--- src/sliding_window_avg_median_defines.svh ---
// Assertion macros for the sliding window average and median block.
// Used by the top level; expects clk and rst_n in scope.
`ifndef SLIDING_WINDOW_AVG_MEDIAN_DEFINES_SVH
`define SLIDING_WINDOW_AVG_MEDIAN_DEFINES_SVH

// Same-cycle implication, ignored while in reset.
`define SWAM_ASSERT_IMPL(lbl, ante, cons) \
    lbl: assert property (@(posedge clk) disable iff (!rst_n) (ante) |-> (cons)) \
        else $error("swam: same-cycle check failed");

// Next-cycle implication, ignored while in reset.
`define SWAM_ASSERT_NEXT(lbl, ante, cons) \
    lbl: assert property (@(posedge clk) disable iff (!rst_n) (ante) |=> (cons)) \
        else $error("swam: next-cycle check failed");

`endif

--- src/swam_pkg.sv ---
// Shared constants, types and helpers for the sliding window average and median block.
// No dependencies.
package swam_pkg;

    localparam int WINDOW    = 32;
    localparam int SAMPLE_W  = 16;
    localparam int LEN_W     = 6;
    localparam int IDX_W     = $clog2(WINDOW);
    localparam int RANK_W    = $clog2(WINDOW + 1);
    localparam int SUM_W     = SAMPLE_W + IDX_W + 1;
    localparam int MAG_W     = SUM_W - 1;
    localparam int DIV_STEPS = MAG_W;
    localparam int DCNT_W    = $clog2(DIV_STEPS);

    localparam logic [LEN_W-1:0] LEN_RESET = LEN_W'(32);

    typedef logic [SAMPLE_W-1:0]             sample_t;
    typedef logic [WINDOW-1:0][SAMPLE_W-1:0] window_t;

    typedef struct packed {
        logic             clear;
        logic             step;
        logic [IDX_W-1:0] idx;
    } rank_ctrl_t;

    typedef struct packed {
        logic start;
        logic floor_mode;
    } div_req_t;

    function automatic logic is_shift_len(input logic [LEN_W-1:0] n);
        logic [LEN_W-1:0] nm1;
        begin
            nm1 = n - LEN_W'(1);
            return (n != LEN_W'(1)) && ((n & nm1) == '0);
        end
    endfunction

endpackage

--- src/swam_window.sv ---
// Sample store: shift line of the newest WINDOW samples, index 0 newest.
// Depends on swam_pkg.
module swam_window
(
    input  logic              clk,
    input  logic              rst_n,
    input  logic              push,
    input  swam_pkg::sample_t sample,
    output swam_pkg::window_t window
);

    swam_pkg::window_t win_reg;

    always_ff @(posedge clk or negedge rst_n)
    begin
        if (!rst_n)
        begin
            win_reg <= '0;
        end
        else if (push)
        begin
            win_reg <= {win_reg[swam_pkg::WINDOW-2:0], sample};
        end
    end

    assign window = win_reg;

endmodule

--- src/swam_rank.sv ---
// Rank lanes: one counter per window entry, one broadcast entry compared per cycle.
// Depends on swam_pkg.
module swam_rank
(
    input  logic                          clk,
    input  logic                          rst_n,
    input  swam_pkg::rank_ctrl_t          ctrl,
    input  swam_pkg::window_t             window,
    input  logic [swam_pkg::LEN_W-1:0]    n,
    output swam_pkg::sample_t             entry,
    output swam_pkg::sample_t             median
);

    logic [swam_pkg::RANK_W-1:0] cnt_reg [swam_pkg::WINDOW];
    logic [swam_pkg::WINDOW-1:0] hit;
    logic [swam_pkg::LEN_W-1:0]  k;
    swam_pkg::sample_t           med_or;

    assign entry = window[ctrl.idx];
    assign k     = (n - swam_pkg::LEN_W'(1)) >> 1;

    for (genvar i = 0; i < swam_pkg::WINDOW; i++)
    begin : g_lane
        localparam logic [swam_pkg::IDX_W-1:0] LANE_IDX = swam_pkg::IDX_W'(i);
        localparam logic [swam_pkg::LEN_W-1:0] LANE_LEN = swam_pkg::LEN_W'(i);
        logic below;

        assign below = ($signed(entry) < $signed(window[i])) ||
                       ((entry == window[i]) && (ctrl.idx < LANE_IDX));

        always_ff @(posedge clk or negedge rst_n)
        begin
            if (!rst_n)
            begin
                cnt_reg[i] <= '0;
            end
            else if (ctrl.clear)
            begin
                cnt_reg[i] <= '0;
            end
            else if (ctrl.step && below)
            begin
                cnt_reg[i] <= cnt_reg[i] + swam_pkg::RANK_W'(1);
            end
        end

        assign hit[i] = (LANE_LEN < n) &&
                        (swam_pkg::LEN_W'(cnt_reg[i]) == k);
    end

    always_comb
    begin
        med_or = '0;
        for (int i = 0; i < swam_pkg::WINDOW; i++)
        begin
            med_or = med_or | (window[i] & {swam_pkg::SAMPLE_W{hit[i]}});
        end
    end

    assign median = med_or;

endmodule

--- src/swam_div.sv ---
// Restoring divider, one quotient bit per cycle; signed sum by window length.
// Floors for shift lengths, truncates toward zero otherwise. Depends on swam_pkg.
module swam_div
(
    input  logic                                clk,
    input  logic                                rst_n,
    input  swam_pkg::div_req_t                  req,
    input  logic signed [swam_pkg::SUM_W-1:0]   dividend,
    input  logic [swam_pkg::LEN_W-1:0]          divisor,
    output logic                                done,
    output swam_pkg::sample_t                   quotient
);

    localparam logic [swam_pkg::DCNT_W-1:0] LAST_STEP =
        swam_pkg::DCNT_W'(swam_pkg::DIV_STEPS - 1);

    logic                              busy_reg;
    logic                              done_reg;
    logic [swam_pkg::DCNT_W-1:0]       cnt_reg;
    logic [swam_pkg::MAG_W-1:0]        mag_reg;
    logic [swam_pkg::LEN_W-1:0]        rem_reg;
    logic [swam_pkg::LEN_W-1:0]        div_reg;
    logic                              neg_reg;
    logic                              floor_reg;

    logic [swam_pkg::SUM_W-1:0]        abs_val;
    logic [swam_pkg::LEN_W:0]          trial;
    logic                              qbit;
    logic [swam_pkg::LEN_W-1:0]        rem_next;
    logic [swam_pkg::SAMPLE_W:0]       qmag;
    logic [swam_pkg::SAMPLE_W:0]       qsgn;

    assign abs_val  = dividend[swam_pkg::SUM_W-1] ? -dividend : dividend;
    assign trial    = {rem_reg, mag_reg[swam_pkg::MAG_W-1]};
    assign qbit     = (trial >= {1'b0, div_reg});
    assign rem_next = qbit ? swam_pkg::LEN_W'(trial - {1'b0, div_reg})
                           : trial[swam_pkg::LEN_W-1:0];

    always_ff @(posedge clk or negedge rst_n)
    begin
        if (!rst_n)
        begin
            busy_reg  <= 1'b0;
            done_reg  <= 1'b0;
            cnt_reg   <= '0;
            mag_reg   <= '0;
            rem_reg   <= '0;
            div_reg   <= '0;
            neg_reg   <= 1'b0;
            floor_reg <= 1'b0;
        end
        else
        begin
            done_reg <= busy_reg && (cnt_reg == LAST_STEP);
            if (req.start)
            begin
                busy_reg  <= 1'b1;
                cnt_reg   <= '0;
                mag_reg   <= abs_val[swam_pkg::MAG_W-1:0];
                rem_reg   <= '0;
                div_reg   <= divisor;
                neg_reg   <= dividend[swam_pkg::SUM_W-1];
                floor_reg <= req.floor_mode;
            end
            else if (busy_reg)
            begin
                mag_reg <= {mag_reg[swam_pkg::MAG_W-2:0], qbit};
                rem_reg <= rem_next;
                cnt_reg <= cnt_reg + swam_pkg::DCNT_W'(1);
                if (cnt_reg == LAST_STEP)
                begin
                    busy_reg <= 1'b0;
                end
            end
        end
    end

    always_comb
    begin
        qmag = {1'b0, mag_reg[swam_pkg::SAMPLE_W-1:0]};
        qsgn = neg_reg ? -qmag : qmag;
        if (floor_reg && neg_reg && (rem_reg != '0))
        begin
            qsgn = qsgn - (swam_pkg::SAMPLE_W + 1)'(1);
        end
    end

    assign done     = done_reg;
    assign quotient = qsgn[swam_pkg::SAMPLE_W-1:0];

endmodule

--- src/sliding_window_avg_median.sv ---
// Sliding window average and median, top level. Depends on swam_pkg, swam_window,
// swam_rank, swam_div and sliding_window_avg_median_defines.svh.
// A new beat is taken only when idle: each beat runs the rank scan (one entry a cycle), then
// the 21-step divider, and may wait for the output register before the next is taken.
// Reset clears the store to zeros, sets length 32.
`include "sliding_window_avg_median_defines.svh"

module sliding_window_avg_median
(
    input  logic                          clk,
    input  logic                          rst_n,
    input  logic                          cfg_we,
    input  logic [swam_pkg::LEN_W-1:0]    cfg_wdata,
    input  logic                          sample_valid,
    output logic                          sample_ready,
    input  logic signed [15:0]            sample,
    output logic                          result_valid,
    input  logic                          result_ready,
    output logic signed [15:0]            average,
    output logic signed [15:0]            median
);

    typedef enum logic [2:0] {
        ST_IDLE,
        ST_SCAN,
        ST_START,
        ST_DIV,
        ST_DONE
    } state_t;

    state_t                              state_reg;
    logic [swam_pkg::LEN_W-1:0]          len_reg;
    logic [swam_pkg::LEN_W-1:0]          n_reg;
    logic [swam_pkg::IDX_W-1:0]          scan_idx_reg;
    logic signed [swam_pkg::SUM_W-1:0]   sum_reg;
    logic                                result_valid_reg;
    swam_pkg::sample_t                   average_reg;
    swam_pkg::sample_t                   median_reg;

    logic [swam_pkg::LEN_W-1:0]          n_next;
    logic                                scan_last;
    logic                                accept;
    swam_pkg::window_t                   window;
    swam_pkg::rank_ctrl_t                rank_ctrl;
    swam_pkg::div_req_t                  div_req;
    swam_pkg::sample_t                   entry;
    swam_pkg::sample_t                   med_sel;
    swam_pkg::sample_t                   quotient;
    logic                                div_done;

    assign sample_ready = (state_reg == ST_IDLE);
    assign accept       = sample_valid && sample_ready;
    assign scan_last    = (swam_pkg::LEN_W'(scan_idx_reg) == (n_reg - swam_pkg::LEN_W'(1)));

    always_comb
    begin
        priority if (len_reg == '0)
        begin
            n_next = swam_pkg::LEN_W'(1);
        end
        else if (len_reg > swam_pkg::LEN_W'(swam_pkg::WINDOW))
        begin
            n_next = swam_pkg::LEN_W'(swam_pkg::WINDOW);
        end
        else
        begin
            n_next = len_reg;
        end
    end

    always_comb
    begin
        rank_ctrl.clear    = accept;
        rank_ctrl.step     = (state_reg == ST_SCAN);
        rank_ctrl.idx      = scan_idx_reg;
        div_req.start      = (state_reg == ST_START);
        div_req.floor_mode = swam_pkg::is_shift_len(n_reg);
    end

    swam_window u_window
    (
        .clk    (clk),
        .rst_n  (rst_n),
        .push   (accept),
        .sample (sample),
        .window (window)
    );

    swam_rank u_rank
    (
        .clk    (clk),
        .rst_n  (rst_n),
        .ctrl   (rank_ctrl),
        .window (window),
        .n      (n_reg),
        .entry  (entry),
        .median (med_sel)
    );

    swam_div u_div
    (
        .clk      (clk),
        .rst_n    (rst_n),
        .req      (div_req),
        .dividend (sum_reg),
        .divisor  (n_reg),
        .done     (div_done),
        .quotient (quotient)
    );

    always_ff @(posedge clk or negedge rst_n)
    begin
        if (!rst_n)
        begin
            state_reg        <= ST_IDLE;
            len_reg          <= swam_pkg::LEN_RESET;
            n_reg            <= swam_pkg::LEN_W'(1);
            scan_idx_reg     <= '0;
            sum_reg          <= '0;
            result_valid_reg <= 1'b0;
            average_reg      <= '0;
            median_reg       <= '0;
        end
        else
        begin
            if (cfg_we)
            begin
                len_reg <= cfg_wdata;
            end
            if (result_valid_reg && result_ready && (state_reg != ST_DONE))
            begin
                result_valid_reg <= 1'b0;
            end
            unique case (state_reg)
                ST_IDLE:
                begin
                    if (sample_valid)
                    begin
                        n_reg        <= n_next;
                        scan_idx_reg <= '0;
                        sum_reg      <= '0;
                        state_reg    <= ST_SCAN;
                    end
                end
                ST_SCAN:
                begin
                    sum_reg      <= sum_reg + swam_pkg::SUM_W'($signed(entry));
                    scan_idx_reg <= scan_idx_reg + swam_pkg::IDX_W'(1);
                    if (scan_last)
                    begin
                        state_reg <= ST_START;
                    end
                end
                ST_START:
                begin
                    state_reg <= ST_DIV;
                end
                ST_DIV:
                begin
                    if (div_done)
                    begin
                        state_reg <= ST_DONE;
                    end
                end
                ST_DONE:
                begin
                    // hold until the output register is free
                    if (!result_valid_reg || result_ready)
                    begin
                        average_reg      <= quotient;
                        median_reg       <= med_sel;
                        result_valid_reg <= 1'b1;
                        state_reg        <= ST_IDLE;
                    end
                end
                default:
                begin
                    state_reg <= ST_IDLE;
                end
            endcase
        end
    end

    assign result_valid = result_valid_reg;
    assign average      = average_reg;
    assign median       = median_reg;

    `SWAM_ASSERT_IMPL(a_div_done_in_div, div_done, state_reg == ST_DIV)
    `SWAM_ASSERT_NEXT(a_accept_starts_scan, accept, (state_reg == ST_SCAN) && (scan_idx_reg == '0))
    `SWAM_ASSERT_IMPL(a_scan_in_window, state_reg == ST_SCAN, swam_pkg::LEN_W'(scan_idx_reg) < n_reg)

endmodule

--- config.mk ---
export PLATFORM = sky130hd
export DESIGN_NAME = sliding_window_avg_median
export DESIGN_NICKNAME = d
export VERILOG_FILES = /design/src/swam_pkg.sv /design/src/swam_window.sv /design/src/swam_rank.sv /design/src/swam_div.sv /design/src/sliding_window_avg_median.sv
export VERILOG_INCLUDE_DIRS = /design/src /design/src/src
export SDC_FILE = /design/constraint.sdc
export NUM_CORES = 2
export LEC_CHECK = 0
export BUFFER_PORTS_ARGS = -buffer_cell sky130_fd_sc_hd__clkbuf_2
export CAP_MARGIN = 10
export CORE_ASPECT_RATIO = 1.25
export CORE_MARGIN = 2
export CORE_UTILIZATION = 55
export CTS_BUF_LIST = sky130_fd_sc_hd__clkbuf_16
export DETAILED_ROUTE_END_ITERATION = 6
export GPL_TIMING_DRIVEN = 0
export HOLD_SLACK_MARGIN = 0.06
export MAX_ROUTING_LAYER = met4
export PLACE_DENSITY = 0.71
export SETUP_SLACK_MARGIN = 0.05
export SLEW_MARGIN = 15
export SYNTH_ARGS = -nofsm -noshare
export SYNTH_HDL_FRONTEND = slang
export SYNTH_SLANG_ARGS = --single-unit
--- constraint.sdc ---
create_clock -name clk -period 10.1 [get_ports clk]
set_input_delay 1.515 -clock clk [delete_from_list [all_inputs] [get_ports clk]]
set_output_delay 1.515 -clock clk [all_outputs]
set_load 0.03 [all_outputs]
==> results by group <==
Clock tree
  – Clock sinks: a little over 800
  – CTS Hold Bufs: 0
  – CTS tree: built
  – CTS Buf Count: between 80 and 90
  – Clock root buffer: clkbuf_16
  – Clk_lat worst skew: 0.80 ns
  – Clock-pin slew on the worst setup and hold paths: 0.06 ns
  – Post-CTS setup buffer count: 0
  – Maximum clock path buffer count: 3
  – Post-CTS sizing: 0
  – CTS H-tree lvls: 3

Timing
  – Measured slew at the worst slew-check pin: 1.50 ns
  – RSZ-0062 raised after global routing: no
  – Achievable frequency: around 120 MHz
  – Fin crit share: 85.0%
  – Final setup viols: 0
  – Clock Skew: 0.0736 ns
  – Final Critical Period: 8.58 ns
  – Worst slew margin relative to its limit: -0.601%
  – Post-Route Setup TNS: 0 ns
  – Max-slew violations: 8
  – Final Hold Fails: 0
  – Worst Slack Setup Final: 1.52 ns

Synthesis
  – Synth async-reset ratio: 100%
  – Synth area leader: dfrtp_1
  – Ranking of synthesized cells by instance count: nand2_1, dfrtp_1, o21ai_0, ha_1, inv_1
  – Post-synth EDFFs: 0
  – Mapped Cells: 6147
  – Synthesized Nets: 6758
  – Top_reg_cell synth: dfrtp_1
  – Synth top area cells: dfrtp_1, ha_1, o21ai_0, mux4_2, nand2_1
  – Post-synthesis register bit count: 821
  – Yosys cell types: 83
  – Netlist Area Pre-Place: 56700 µm²
  – Count leader, synth: nand2_1
  – Share of the synthesized area in the top cell type: a little over a third
  – Seq/Total Area, Yosys: 36.2%
  – Avg Inst Size Synth: 9.23 µm²
  – Synth warnings: 0

Global route
  – Vias in the first global route: 54700
  – Total congestion overflow: 0
  – Initial antenna violation count: a little over 50
  – Pin count of the biggest net entering global routing: 99
  – First-pass GRT wire length: 434000 µm
  – Total GRT Usage: 61.7%

Hold path
  – Hold Path Origin: average[10]
  – Hold Path End: average[10]
  – Worst hold path type: reg2reg
  – Hold path cells: 2

Finish
  – Fin nets: ~7000
  – Syn-to-layout area delta: 11.2%
  – Core Util, Final: 61.8%
  – Share of cells above drive strength 1: 9.49%
  – Final-layout fill cell count: between 8000 and 9000
  – Largest register FFs: between 500 and 600

Run status
  – Status: complete, but fails checks
  – Violated checks: DRC, capacitance limit, slew limit

Drt
  – Drt pass-1 iters: 7
  – # DRC: 18
  – Iter 0 DRT Violations: 9327
  – Via Count: 58400
  – Number of routed nets with antenna violations: 0
  – Routed WL: 318000 µm
  – Vias per inst: around 7.4
  – Routed WL per cell: 40.5 µm

Power
  – Leak Pwr: 28.8 nW
  – PwrDens: just over 400 nW/µm²
  – Peak supply drop: 0.000263 V

Setup path
  – Largest fanout on the critical path: 24
  – Req. time, crit path: 10.75 ns
  – Reg2reg start: scan_idx_reg[2]
  – Critical path class: reg2reg
  – Reg2Reg Capture Point: u_rank.cnt_reg[23]
  – Flop2flop setup slack: 1.52 ns
  – Worst setup EP type: register
  – Reg2reg path depth: 18
  – Worst EP arrival: 9.23 ns
  – Crit start category: register

Place
  – Port bufs: between 50 and 60
  – Post-place setup slack: ~2.1 ns
  – Global placement routability congestion: 1.21
  – Final HPWL DP: 244000 µm

Floorplanning
  – Placement row count: between 100 and 150
  – Core area: 102000 µm²
  – I/O Pins: 61
  – Starting density of the core: 55.5%
  – Die Ht: roughly 360 µm
  – Die area: 106000 µm²
  – Die X: roughly 290 µm

Flow run
  – Max Cap Viol: 3
[layout make-up]
class / count / area (µm²) / share of cell area, %
Inverter: 557 / 2090 / 3.32
Antenna cell: 80 / 200 / 0.317
Timing Repair Buffer: 137 / 1330 / 2.11
Multi-Input combinational cell: 4473 / 33100 / 52.5
Sequential cell: 821 / 20500 / 32.6
Tap cell: 1330 / 1660 / 2.64
Clock inverter: 72 / 531 / 0.841
Buffer: 296 / 1320 / 2.09
Clock buffer: 90 / 2250 / 3.57
[worst max path at each step]
stage | start | endpoint | slack, ns | depth (start not counted)
after floorplan | scan_idx_reg[2] | sum_reg[20] | 4.89 | 17
after global placement | rst_n | u_rank.cnt_reg[178] | -12.48 | 1
after detailed placement | scan_idx_reg[2] | u_rank.cnt_reg[173] | 2.10 | 17
after CTS | scan_idx_reg[2] | u_rank.cnt_reg[27] | 2.05 | 18
after global routing | scan_idx_reg[2] | u_rank.cnt_reg[23] | 1.83 | 18
final | scan_idx_reg[2] | u_rank.cnt_reg[23] | 1.52 | 18
[layout by cell type, fill, tap and decap left out, drive strengths merged, types with 153 or more instances in the layout]
| master | n |
|---|---|
| buf | 183 |
| clkbuf | 340 |
| nand4 | 193 |
| xor2 | 171 |
| o21ai | 710 |
| mux4 | 153 |
| nand2 | 873 |
| dfrtp | 819 |
| ha | 582 |
| inv | 579 |
| a21oi | 175 |
| nor2 | 195 |
[logic make-up (layout without fill, tap and decap cells)]
kind of cell | Yosys count | in the layout | synth area share [%]
xor gates and xnor gates | 275 | 275 | 4.25
other | 0 | 80 | 0
DFF | 821 | 821 | 36.2
muxes | 270 | 270 | 8.21
buffers and inverters | 853 | 1152 | 5.97
AOI/OAI and AO/OA | 1615 | 1615 | 18.2
and+or+nand+nor | 1729 | 1729 | 14.2
adders and majority gates | 584 | 584 | 12.9
[critical path: stages (launching register included)]
cell,delay (ns)
dfrtp_1,0.33
buf_2,0.30
buf_1,0.78
clkbuf_1,0.67
clkbuf_1,1.08
mux4_2,0.43
mux4_2,0.64
mux2_4,0.52
buf_12,0.27
ha_1,0.23
a21o_1,0.16
a21o_1,0.18
a21o_1,0.17
a21o_1,0.17
a21oi_1,0.49
o2111ai_1,0.70
a31oi_1,0.85
a21oi_1,0.13
a31o_2,0.24
[per-stage QoR]
step	total power, mW	cell area, µm²	std cells	hold slack [ns]
finish	25.8	63100	7856	0.474
floorplan	14.3	56700	6147	0.444
CTS	24.4	62800	7774	0.482
global route	26.5	63000	7840	0.511
detailed placement	21.0	60000	7612	0.469
global placement	20.0	58700	7536	0.460
[layer usage]
metal	GRT usage (%)	up-vias	part of all wire, %
met5	-	-	0
met4	57.7	0	13
met3	32.3	2167	16
met2	82.6	5349	39
met1	64.7	28200	32
li1	-	22800	-
[power by group]
group          switching (mW)  internal, mW  leakage, nW  total, mW
clock network            1.57          1.75         1.43       3.32
logic                    9.98          5.84         17.5       15.8
registers                2.51          4.18         9.86       6.69
total                    14.1          11.8         28.8       25.8
(Power assumes the default switching activity.)
